--- src/hdl/bhf_pkg.sv ---
// Shared types, constants and saturation helpers for the biquad highpass filter.
package bhf_pkg;

    // Fixed datapath widths
    localparam int ACC_BITS  = 48;
    localparam int FB_BITS   = 32;
    localparam int NF_BITS   = ACC_BITS + 2;
    localparam int CFG_IDX_W = 3;

    // Configuration register indexes
    localparam logic [CFG_IDX_W-1:0] REG_FEED0 = 3'd0;
    localparam logic [CFG_IDX_W-1:0] REG_FEED1 = 3'd1;
    localparam logic [CFG_IDX_W-1:0] REG_FEED2 = 3'd2;
    localparam logic [CFG_IDX_W-1:0] REG_BACK1 = 3'd3;
    localparam logic [CFG_IDX_W-1:0] REG_BACK2 = 3'd4;
    localparam logic [CFG_IDX_W-1:0] REG_GAIN  = 3'd5;

    // Operand pair on the shared multiplier
    typedef enum logic [2:0] {
        MUL_F0X  = 3'd0,
        MUL_F1X  = 3'd1,
        MUL_F2X  = 3'd2,
        MUL_B1FB = 3'd3,
        MUL_B2FB = 3'd4,
        MUL_GAIN = 3'd5
    } t_mul_sel;

    // Per-cycle controls from the sequencer to the datapath
    typedef struct packed {
        logic     mul_en;
        t_mul_sel mul_sel;
        logic     ld_acc;   // acc    = sat(d1 + prod)
        logic     ld_fb;    // fb     = sat(round(acc))
        logic     ld_nf;    // nf     = prod (feed1 term)
        logic     ld_ns;    // ns     = prod (feed2 term)
        logic     add_d2;   // nf     = nf + d2
        logic     ld_d1;    // d1     = sat(nf - prod)
        logic     ld_d2;    // d2     = sat(ns - prod)
        logic     ld_out;   // output = sat(round(prod))
    } t_ctrl;

    localparam logic signed [63:0] ACC_MAX = (64'sd1 <<< (ACC_BITS - 1)) - 64'sd1;
    localparam logic signed [63:0] ACC_MIN = -ACC_MAX - 64'sd1;
    localparam logic signed [63:0] FB_MAX  = (64'sd1 <<< (FB_BITS - 1)) - 64'sd1;
    localparam logic signed [63:0] FB_MIN  = -FB_MAX - 64'sd1;

    // Clamp to the accumulator range
    function automatic logic signed [ACC_BITS-1:0] sat_acc(input logic signed [63:0] v);
        logic signed [63:0] c;
        if (v > ACC_MAX) c = ACC_MAX;
        else if (v < ACC_MIN) c = ACC_MIN;
        else c = v;
        return c[ACC_BITS-1:0];
    endfunction

    // Clamp to the feedback range
    function automatic logic signed [FB_BITS-1:0] sat_fb(input logic signed [63:0] v);
        logic signed [63:0] c;
        if (v > FB_MAX) c = FB_MAX;
        else if (v < FB_MIN) c = FB_MIN;
        else c = v;
        return c[FB_BITS-1:0];
    endfunction

endpackage

--- src/hdl/bhf_mult.sv ---
// Shared signed multiplier with a registered product.
module bhf_mult #(
    parameter int A_W = 32,
    parameter int B_W = 18
) (
    input  logic                       i_clk,
    input  logic                       i_en,
    input  logic signed [A_W-1:0]      i_a,
    input  logic signed [B_W-1:0]      i_b,
    output logic signed [A_W+B_W-1:0]  o_prod
);

    logic signed [A_W+B_W-1:0] r_prod;

    // One product per enabled cycle
    always_ff @(posedge i_clk) begin
        if (i_en) begin
            r_prod <= i_a * i_b;
        end
    end

    assign o_prod = r_prod;

endmodule

--- src/hdl/bhf_seq.sv ---
// Sequencer that steps one sample through the shared multiplier and adder.
module bhf_seq (
    input  logic              i_clk,
    input  logic              i_rst_n,
    input  logic              i_start,
    input  logic              i_out_busy,
    output logic              o_idle,
    output bhf_pkg::t_ctrl    o_ctrl
);

    typedef enum logic [7:0] {
        ST_IDLE  = 8'b0000_0001,
        ST_MF0   = 8'b0000_0010,
        ST_ACC   = 8'b0000_0100,
        ST_FB    = 8'b0000_1000,
        ST_ADDD2 = 8'b0001_0000,
        ST_UPD1  = 8'b0010_0000,
        ST_UPD2  = 8'b0100_0000,
        ST_OUT   = 8'b1000_0000
    } t_state;

    t_state r_state, n_state;
    bhf_pkg::t_ctrl ctrl;

    // Next state and control decode
    always_comb begin
        ctrl    = '0;
        n_state = r_state;
        unique case (r_state)
            ST_IDLE: begin
                if (i_start) n_state = ST_MF0;
            end
            ST_MF0: begin
                ctrl.mul_en  = 1'b1;
                ctrl.mul_sel = bhf_pkg::MUL_F0X;
                n_state      = ST_ACC;
            end
            ST_ACC: begin
                ctrl.mul_en  = 1'b1;
                ctrl.mul_sel = bhf_pkg::MUL_F1X;
                ctrl.ld_acc  = 1'b1;
                n_state      = ST_FB;
            end
            ST_FB: begin
                ctrl.mul_en  = 1'b1;
                ctrl.mul_sel = bhf_pkg::MUL_F2X;
                ctrl.ld_fb   = 1'b1;
                ctrl.ld_nf   = 1'b1;
                n_state      = ST_ADDD2;
            end
            ST_ADDD2: begin
                ctrl.mul_en  = 1'b1;
                ctrl.mul_sel = bhf_pkg::MUL_B1FB;
                ctrl.ld_ns   = 1'b1;
                ctrl.add_d2  = 1'b1;
                n_state      = ST_UPD1;
            end
            ST_UPD1: begin
                ctrl.mul_en  = 1'b1;
                ctrl.mul_sel = bhf_pkg::MUL_B2FB;
                ctrl.ld_d1   = 1'b1;
                n_state      = ST_UPD2;
            end
            ST_UPD2: begin
                ctrl.mul_en  = 1'b1;
                ctrl.mul_sel = bhf_pkg::MUL_GAIN;
                ctrl.ld_d2   = 1'b1;
                n_state      = ST_OUT;
            end
            ST_OUT: begin
                // hold here while the previous result is still waiting
                ctrl.ld_out = !i_out_busy;
                if (!i_out_busy) n_state = ST_IDLE;
            end
            default: begin
                n_state = ST_IDLE;
            end
        endcase
    end

    always_ff @(posedge i_clk) begin
        if (!i_rst_n) begin
            r_state <= ST_IDLE;
        end else begin
            r_state <= n_state;
        end
    end

    assign o_idle = (r_state == ST_IDLE);
    assign o_ctrl = ctrl;

endmodule

--- src/hdl/biquad_highpass_filter.sv ---
// Top level of the biquad highpass filter with its datapath and configuration registers.
//
// Second-order IIR filter, transposed direct form II, fixed point.
// Input stream (i_s_*): one signed sample per request, sample_in in tdata low bits.
// Output stream (o_m_*): one filtered, gain-scaled, saturated sample per input.
// Configuration: i_cfg_wr_en writes i_cfg_data to register i_cfg_index
//   (0..4 feed0, feed1, feed2, back1, back2 coefficients; 5 output gain).
//   Write only while the filter is idle; other indexes are ignored.
// Sequence: an accepted sample steps through states MF0, ACC, FB, ADDD2, UPD1, UPD2 and
//   OUT, which registers the result and raises o_m_tvalid. The single shared multiplier
//   computes six products in sequence; o_s_tready is high only when idle, after OUT.
// Stall: a finished sample waits in the output register; the next sample is
//   accepted and processed meanwhile, holding at its final step until the
//   waiting result is taken.
// Reset: delay state and coefficients clear, gain is set to 1.0, both
//   streams go idle.
module biquad_highpass_filter #(
    parameter int SAMPLE_BITS    = 24,
    parameter int COEF_FRAC_BITS = 16
) (
    input  logic                               i_clk,
    input  logic                               i_rst_n,
    // slave stream
    input  logic                               i_s_tvalid,
    output logic                               o_s_tready,
    input  logic [((SAMPLE_BITS+7)/8)*8-1:0]   i_s_tdata,   // [SAMPLE_BITS-1:0] sample_in
    // master stream
    output logic                               o_m_tvalid,
    input  logic                               i_m_tready,
    output logic [((SAMPLE_BITS+7)/8)*8-1:0]   o_m_tdata,   // [SAMPLE_BITS-1:0] sample_out
    // configuration write port
    input  logic                               i_cfg_wr_en,
    input  logic [bhf_pkg::CFG_IDX_W-1:0]      i_cfg_index,
    input  logic [COEF_FRAC_BITS+1:0]          i_cfg_data
);

    localparam int CW = COEF_FRAC_BITS + 2;
    localparam int GW = COEF_FRAC_BITS + 1;
    localparam int PW = bhf_pkg::FB_BITS + CW;
    localparam int DW = ((SAMPLE_BITS + 7) / 8) * 8;
    localparam logic signed [63:0] HALF = 64'sd1 <<< (COEF_FRAC_BITS - 1);
    localparam logic signed [63:0] SMAX = (64'sd1 <<< (SAMPLE_BITS - 1)) - 64'sd1;
    localparam logic signed [63:0] SMIN = -SMAX - 64'sd1;

    // configuration registers
    logic signed [CW-1:0] r_f0, r_f1, r_f2, r_b1, r_b2;
    logic        [GW-1:0] r_gain;

    // datapath registers
    logic signed [SAMPLE_BITS-1:0]       r_x;
    logic signed [bhf_pkg::ACC_BITS-1:0] r_acc, r_ns, r_d1, r_d2;
    logic signed [bhf_pkg::FB_BITS-1:0]  r_fb;
    logic signed [bhf_pkg::NF_BITS-1:0]  r_nf;
    logic signed [SAMPLE_BITS-1:0]       r_out;
    logic                                r_out_valid, n_out_valid;

    bhf_pkg::t_ctrl                      ctrl;
    logic                                idle;
    logic                                s_acc;
    logic                                out_busy;
    logic signed [bhf_pkg::FB_BITS-1:0]  mul_a;
    logic signed [CW-1:0]                mul_b;
    logic signed [PW-1:0]                prod;
    logic signed [bhf_pkg::ACC_BITS-1:0] prod_sat;
    logic signed [bhf_pkg::NF_BITS-1:0]  alu_a, alu_b, alu_sum;
    logic                                alu_sub;
    logic signed [63:0]                  fb_round, out_round, out_clamp;
    logic signed [bhf_pkg::FB_BITS-1:0]  fb_next;
    logic signed [SAMPLE_BITS-1:0]       out_next;

    assign s_acc      = i_s_tvalid && o_s_tready;
    assign out_busy   = r_out_valid && !i_m_tready;
    assign o_s_tready = idle;

    // Sequencer
    bhf_seq u_seq (
        .i_clk      (i_clk),
        .i_rst_n    (i_rst_n),
        .i_start    (s_acc),
        .i_out_busy (out_busy),
        .o_idle     (idle),
        .o_ctrl     (ctrl)
    );

    // Multiplier operand select
    always_comb begin
        mul_a = bhf_pkg::FB_BITS'(r_x);
        mul_b = r_f0;
        unique case (ctrl.mul_sel)
            bhf_pkg::MUL_F0X:  begin mul_a = bhf_pkg::FB_BITS'(r_x); mul_b = r_f0; end
            bhf_pkg::MUL_F1X:  begin mul_a = bhf_pkg::FB_BITS'(r_x); mul_b = r_f1; end
            bhf_pkg::MUL_F2X:  begin mul_a = bhf_pkg::FB_BITS'(r_x); mul_b = r_f2; end
            bhf_pkg::MUL_B1FB: begin mul_a = r_fb; mul_b = r_b1; end
            bhf_pkg::MUL_B2FB: begin mul_a = r_fb; mul_b = r_b2; end
            bhf_pkg::MUL_GAIN: begin mul_a = r_fb; mul_b = $signed({1'b0, r_gain}); end
            default:           begin mul_a = bhf_pkg::FB_BITS'(r_x); mul_b = r_f0; end
        endcase
    end

    bhf_mult #(
        .A_W (bhf_pkg::FB_BITS),
        .B_W (CW)
    ) u_mult (
        .i_clk  (i_clk),
        .i_en   (ctrl.mul_en),
        .i_a    (mul_a),
        .i_b    (mul_b),
        .o_prod (prod)
    );

    assign prod_sat = bhf_pkg::sat_acc(64'(prod));

    // Shared adder: add or subtract the saturated product or the second delay
    always_comb begin
        alu_a   = bhf_pkg::NF_BITS'(r_d1);
        alu_b   = bhf_pkg::NF_BITS'(prod_sat);
        alu_sub = 1'b0;
        if (ctrl.add_d2) begin
            alu_a = r_nf;
            alu_b = bhf_pkg::NF_BITS'(r_d2);
        end else if (ctrl.ld_d1) begin
            alu_a   = r_nf;
            alu_sub = 1'b1;
        end else if (ctrl.ld_d2) begin
            alu_a   = bhf_pkg::NF_BITS'(r_ns);
            alu_sub = 1'b1;
        end
        alu_sum = alu_sub ? (alu_a - alu_b) : (alu_a + alu_b);
    end

    // Round half up and clamp for feedback and output
    always_comb begin
        fb_round  = (64'(r_acc) + HALF) >>> COEF_FRAC_BITS;
        fb_next   = bhf_pkg::sat_fb(fb_round);
        out_round = (64'(prod) + HALF) >>> COEF_FRAC_BITS;
        if (out_round > SMAX) out_clamp = SMAX;
        else if (out_round < SMIN) out_clamp = SMIN;
        else out_clamp = out_round;
        out_next  = out_clamp[SAMPLE_BITS-1:0];
    end

    // Configuration registers
    always_ff @(posedge i_clk) begin
        if (!i_rst_n) begin
            r_f0   <= '0;
            r_f1   <= '0;
            r_f2   <= '0;
            r_b1   <= '0;
            r_b2   <= '0;
            r_gain <= {1'b1, {COEF_FRAC_BITS{1'b0}}};
        end else if (i_cfg_wr_en) begin
            unique case (i_cfg_index)
                bhf_pkg::REG_FEED0: r_f0   <= i_cfg_data;
                bhf_pkg::REG_FEED1: r_f1   <= i_cfg_data;
                bhf_pkg::REG_FEED2: r_f2   <= i_cfg_data;
                bhf_pkg::REG_BACK1: r_b1   <= i_cfg_data;
                bhf_pkg::REG_BACK2: r_b2   <= i_cfg_data;
                bhf_pkg::REG_GAIN:  r_gain <= i_cfg_data[GW-1:0];
                default: ;
            endcase
        end
    end

    // Delay state
    always_ff @(posedge i_clk) begin
        if (!i_rst_n) begin
            r_d1 <= '0;
            r_d2 <= '0;
        end else begin
            if (ctrl.ld_d1) r_d1 <= bhf_pkg::sat_acc(64'(alu_sum));
            if (ctrl.ld_d2) r_d2 <= bhf_pkg::sat_acc(64'(alu_sum));
        end
    end

    // Working registers
    always_ff @(posedge i_clk) begin
        if (s_acc)       r_x   <= $signed(i_s_tdata[SAMPLE_BITS-1:0]);
        if (ctrl.ld_acc) r_acc <= bhf_pkg::sat_acc(64'(alu_sum));
        if (ctrl.ld_fb)  r_fb  <= fb_next;
        if (ctrl.ld_nf)  r_nf  <= bhf_pkg::NF_BITS'(prod_sat);
        else if (ctrl.add_d2) r_nf <= alu_sum;
        if (ctrl.ld_ns)  r_ns  <= prod_sat;
        if (ctrl.ld_out) r_out <= out_next;
    end

    // Output register valid
    always_comb begin
        n_out_valid = r_out_valid;
        if (ctrl.ld_out) n_out_valid = 1'b1;
        else if (i_m_tready) n_out_valid = 1'b0;
    end

    always_ff @(posedge i_clk) begin
        if (!i_rst_n) begin
            r_out_valid <= 1'b0;
        end else begin
            r_out_valid <= n_out_valid;
        end
    end

    assign o_m_tvalid = r_out_valid;
    assign o_m_tdata  = DW'($unsigned(r_out));

`ifndef SYNTHESIS
    // an accepted sample keeps the input closed on the next cycle
    a_busy_after_accept: assert property (@(posedge i_clk) disable iff (!i_rst_n)
        s_acc |=> !o_s_tready)
        else $error("input ready right after accepting a sample");

    // a new result never overwrites one that is still waiting
    a_no_overwrite: assert property (@(posedge i_clk) disable iff (!i_rst_n)
        ctrl.ld_out |-> !(r_out_valid && !i_m_tready))
        else $error("result register overwritten while stalled");

    // at most one adder or rounding destination per cycle
    a_one_dest: assert property (@(posedge i_clk) disable iff (!i_rst_n)
        $onehot0({ctrl.ld_acc, ctrl.ld_fb, ctrl.add_d2, ctrl.ld_d1, ctrl.ld_d2, ctrl.ld_out}))
        else $error("conflicting datapath loads");

    // delay state changes only while a sample is in flight
    a_delay_quiet: assert property (@(posedge i_clk) disable iff (!i_rst_n)
        idle |=> $stable(r_d1) && $stable(r_d2))
        else $error("delay state changed while idle");
`endif

endmodule

--- config.mk ---
export PLATFORM = sky130hd
export DESIGN_NAME = biquad_highpass_filter
export DESIGN_NICKNAME = d
export VERILOG_FILES = /design/src/hdl/bhf_pkg.sv /design/src/hdl/bhf_mult.sv /design/src/hdl/bhf_seq.sv /design/src/hdl/biquad_highpass_filter.sv
export SDC_FILE = /design/constraint.sdc
export NUM_CORES = 2
export LEC_CHECK = 0
export ABC_AREA = 1
export BUFFER_PORTS_ARGS = -buffer_cell sky130_fd_sc_hd__buf_2
export CAP_MARGIN = 10
export CORE_MARGIN = 3
export CORE_UTILIZATION = 50
export DETAILED_ROUTE_END_ITERATION = 8
export PLACE_DENSITY_LB_ADDON = 0.15
export SYNTH_ARGS = -nofsm -noshare
export SYNTH_HDL_FRONTEND = slang
export SYNTH_HIERARCHICAL = 1
export SYNTH_SLANG_ARGS = --single-unit
--- constraint.sdc ---
create_clock -name i_clk -period 7.4 [get_ports i_clk]
set_input_delay 0.37 -clock i_clk [delete_from_list [all_inputs] [get_ports i_clk]]
set_output_delay 0.37 -clock i_clk [all_outputs]
set_load 0.05 [all_outputs]
---- Word level (Yosys, flattened, before mapping) ----
Cells that the tools add are included.
word-level totals
  register bits after elaboration ......... 488
  bits of input ports ..................... 50
  output and inout bits ................... 26
operators by class
  $add $sub $neg .......................... 4
  $mul .................................... 1
  $lt $le $gt $ge ......................... 8
  equality and inequality tests ........... 20
  mux-type cells .......................... 30
  reductions and logical operators ........ 15
operator list
  kind                                                                            count
  50-bit 2-to-1 mux                                                               7
  48-bit 2-to-1 mux                                                               4
  50-bit by 48-bit > comparator with 1-bit output, second input constant          2
  50-bit by 48-bit less-than comparator with 1-bit output, second input constant  2
  18-bit one-hot mux with 5 select lines                                          1
  32-bit 2-to-1 mux                                                               2
  8-bit one-hot mux with 8 select lines                                           1
  50-bit by 17-bit adder with 51-bit output, second input constant                1
  50-bit adder                                                                    1
  32-bit by 18-bit multiplier with 50-bit output                                  1
  50-bit subtractor                                                               1
  48-bit by 17-bit adder with 49-bit output, second input constant                1
  35-bit by 24-bit > comparator with 1-bit output, second input constant          1
  35-bit by 24-bit less-than comparator with 1-bit output, second input constant  1
  33-bit by 32-bit > comparator with 1-bit output, second input constant          1
  33-bit by 32-bit less-than comparator with 1-bit output, second input constant  1
  24-bit 2-to-1 mux                                                               1
  4-bit one-hot mux with 6 select lines                                           1
  8-bit 2-to-1 mux                                                                2
  2-bit AND reduction                                                             7
  3-bit by 2-bit equality test with 1-bit output, second input constant           4
  3-bit equality test, second input constant                                      4
  1-bit 2-to-1 mux                                                                9
  8-bit by 1-bit equality test with 1-bit output, second input constant           1
  16 further kinds                                                                21

---- Logic depth before layout (Yosys ltp) ----
  depth after elaboration ................. 10
  depth in mapped cells ................... 43

---- Hierarchy ----
The synthesis kept the hierarchy.
modules (own cells, without submodules)
  module                  instances  cells an instance  area an instance (sq um)  seq. area each (sq um)
  biquad_highpass_filter  1          3321               24229.5                   10420.0
  bhf_mult                1          3078               23461.3                   1501.4
  bhf_seq                 1          86                 569.3                     160.2

---- Worst setup path after synthesis ----
No wires, ideal clock.
  path kind ............................... register to register
  start ................................... reg u_seq.r_state[0]
  end ..................................... reg u_mult.r_prod[49], in the netlist u_mult/o_prod[49], data pin
  data arrival time ....................... 7299 ps
  data required time ...................... 7147 ps
  setup slack ............................. -152 ps
  cell stages (with the launch flop) ...... 32
  clock period less this slack ............ 7552 ps
  cells stage by stage .................... dfxtp_1 > nor2_2 > nand2_4 > inv_4 > nand2_2 > nand2_4 > inv_1 > nand2_1 > nor2_1 > nor3_1 > clkbuf_1 > nand2_1 > nand3_1 > clkbuf_1 > nand2_1 > fa_1 > inv_1 > fa_1 > fa_1 > fa_1 > fa_1 > inv_1 > fa_1 > inv_1 > ha_1 > inv_1 > nor3_1 > nand2_1 > nor2_2 > nand3_1 > nand3_1 > nand2_1
RTL lines
  element                   RTL line        RTL
  start: declaration        bhf_seq.sv:22   t_state r_state, n_state;
  start signal: assignment  bhf_seq.sv:85   r_state <= n_state;
  end signal: assignment    bhf_mult.sv:18  r_prod <= i_a * i_b;
  end: declaration          bhf_mult.sv:13  logic signed [A_W+B_W-1:0] r_prod;

==> impl_metrics.tcl <==
set metrics [dict create \
    status "complete, no violations" \
    dp.cells 7981 \
    yosys-top-cells-count "nand2_1 (1667), inv_1 (1434), nor2_1 (569)" \
    ys.flop_type "edfxtp_1" \
    drtIter0Drc 3508 \
    clk-insertion-delay-late_ps 640 \
    drc 0 \
    holdWs_ps 54.9 \
    path_common_cell "fa_1" \
    fmax_mhz 138 \
    clk_pin_slew_ps 70 \
    cts_buffer_depth 3 \
    numClockSinks 473 \
    port_buffers 75 \
    worstMarginPinSlew_ps 1250 \
    cp_data_required_time_ps 7770 \
    synth_top_area_share_pct 23.0 \
    cts_made_buffers 54 \
    yosysSeqAreaShare_pct 25.0 \
    pwr_density_cell_nw_per_um2 199 \
    path_class "flip-flop to flip-flop" \
    ir_drop_uv 199 \
    fp.dieH_um 317 \
    synth_cells 6485 \
    gp_congestion 0.962 \
    p_int_mw 6.85 \
    dp_hpwl_um 123000 \
    nFillCells 8723 \
    cap_violations 0 \
    whs_path_depth 3 \
    p_leak_nw 29.5 \
    placementRows 113 \
    max_stage_delay_ps 650 \
    min-delay-start "i_cfg_data[8]" \
    async_flop_share_pct 0 \
    clock_skew_ps 31.6 \
    cts_root_buf "clkbuf_16" \
    slew_headroom_pct 16.3 \
    routed-via-count 43300 \
    ant_nets 0 \
    dr.pass1.iters 5 \
    slowest_stage "fa_2" \
    n_antenna_cell 0 \
    maxSlewViolCount 0 \
    fin_area_um2 57900 \
    grt_max_degree 93 \
    endpoint_kind "flip-flop" \
    yosysMostFrequentCell "nand2_1" \
    drive_above_1_share_pct 16.8 \
    yosys.area.top_type "fa_1" \
    comb_power_share_pct 48.6 \
    synth_edf_count 261 \
    pin_count 76 \
    syn-num-nets 7262 \
    initial_core_util_pct 50.6 \
    cp_max_fo 6 \
    finalCriticalPeriod_ps 7250 \
    crit_arrival_ps 7620 \
    ff2ff_path_depth 35 \
    power.share.clock_pct 24.7 \
    die_width_um 317 \
    post_drt_wl_per_cell_um 19.7 \
    cts-htree-levels 2 \
    cts_tree "built" \
    fin_util_pct 60.7 \
    whs_endpoint "r_gain[8]" \
    grt_pass1_wl_um 245000 \
    timing.rr.end "u_mult/o_prod[38]" \
    avgViaCountPerCell 5.30 \
    hp-class "input pin to flip-flop" \
    coreArea_um2 95300 \
    finalNetCount 7647 \
    switching_power_mw 4.69 \
    hold_violations 0 \
    grt_antenna_before_repair 1 \
    synth_area_leaders "fa_1 (23%), edfxtp_1 (16%), nand2_1 (13%)" \
    avgSynthCellArea_um2 7.44 \
    rsz0062_at_grt "yes" \
    netSwitchingFraction_pct 40.6 \
    ys_warn_count 6 \
    r2r_start "u_seq/r_state[1]" \
    routed_wl_um 161000 \
    area_delta_synth_final_pct 19.9 \
    setup_viol 0 \
    reg2reg_slack_ps 150 \
    cp-start-kind "flip-flop" \
    fin_crit_sh_pct 98.0 \
    grt_usage_pct 31.8 \
    grt_overflow 0 \
    ys_ff_latch 473 \
    final_cell_count_no_fill 8180 \
    ys_types 50 \
    die_area_um2 100000 \
    syn-cell-area_um2 48300 \
    p_seq_share_pct 26.8 \
    grt_pass1_vias 43200 \
    dpl_cell_area_um2 53300 \
]
state kept, by name (all words and copies together) (netlist names):
signal and count:
r_d1 48, o_m_tdata 24, r_nf 50, r_b2 18, r_gain 17, r_x 24
u_mult/o_prod 50, o_m_tvalid 1, r_d2 48, r_b1 18, r_f0 18, r_acc 33
r_fb 32, u_seq/r_state 8, r_f1 18, r_f2 18, r_ns 48
power groups by stage:
stage          Combinational (mW)  Sequential [mW]  Clock [mW]
2_1_floorplan                2.70             3.09           0
3_3_place_gp                 4.69             3.14           0
3_5_place_dp                 4.75             3.14           0
4_1_cts                      5.00             3.08        2.89
5_1_grt                      6.08             3.09        2.99
6_report                     5.60             3.09        2.84
worst max-delay path by stage:
stage,endpoint,cells past startpoint,start,slack (ps)
after detailed placement,u_mult/o_prod[47],35,u_seq/r_state[3],-310
after CTS,u_mult/o_prod[38],39,u_seq/r_state[5],-20
after global placement,u_mult/o_prod[40],35,u_seq/r_state[3],-300
after global routing,u_mult/o_prod[44],41,u_seq/r_state[1],-120
final,u_mult/o_prod[38],35,u_seq/r_state[1],150
after floorplan,u_mult/o_prod[47],36,u_seq/r_state[0],30
through the flow:
step / power, mW / TNS, ps / worst slack, ps
2_1_floorplan: 5.79 / 0 / 27.8
3_3_place_gp: 7.83 / -4720 / -297
3_5_place_dp: 7.89 / -4600 / -310
4_1_cts: 11.0 / -15.0 / -15.0
5_1_grt: 12.2 / -1400 / -124
6_report: 11.5 / 0 / 145
layer usage:
layer	wire, um	global-route usage [%]
met5	13	0
met4	8570	14.6
met3	12000	4.24
met2	76200	52.8
met1	64300	41.5
layout make-up:
cell class	count	area, um2	share of cell area, %
clock buffer	63	1450	2.50
clock inverter	38	417	0.720
inverter	1463	5510	9.52
multi-input combinational	4272	31100	53.8
sequential	473	12100	20.9
tap	1265	1580	2.73
timing repair buffer	606	5690	9.82
worst max-delay path: cells and delay by family, from the launching register on:
family / cells / cell delay [ps]
buffers and inverters: 11 / 1230
DFF: 1 / 360
adders and majority gates: 7 / 3470
and+or+nand+nor: 15 / 1650
AOI/OAI and AO/OA: 2 / 270
kinds of logic after synthesis:
kind of cell / share of synthesized area [%]
AOI/OAI and AO/OA: 7.75
xor gates and xnor gates: 2.99
adders and majority gates: 27.5
buffers and inverters: 13.8
DFF: 25.0
and+or+nand+nor: 23.0
cell usage in the layout (no fill, tap or decap), types with 31 or more instances in the layout:
master,instances
xnor2_1,57
xor2_1,107
nand3_2,31
buf_2,75
inv_1,1372
buf_12,77
nor2_2,35
inv_2,73
ha_4,39
nor2_1,535
nand2_1,1589
buf_4,391
nor3_1,31
ha_1,133
o21ai_0,250
nand4_1,39
dfxtp_1,204
nor2_4,35
edfxtp_1,261
fa_2,38
a31oi_1,63
fa_1,516
a21oi_1,236
nand2_2,100
nand3_1,222
clkbuf_16,67
repair_timing:
action	in CTS	in global routing
buffers inserted	3	61
endpoints found under the hold margin	24	0
hold buffers	24	0
gates resized for setup	80	363
cloned	0	11
pin swaps	15	280
setup endpoints to repair	36	88
(Power assumes the default switching activity.)
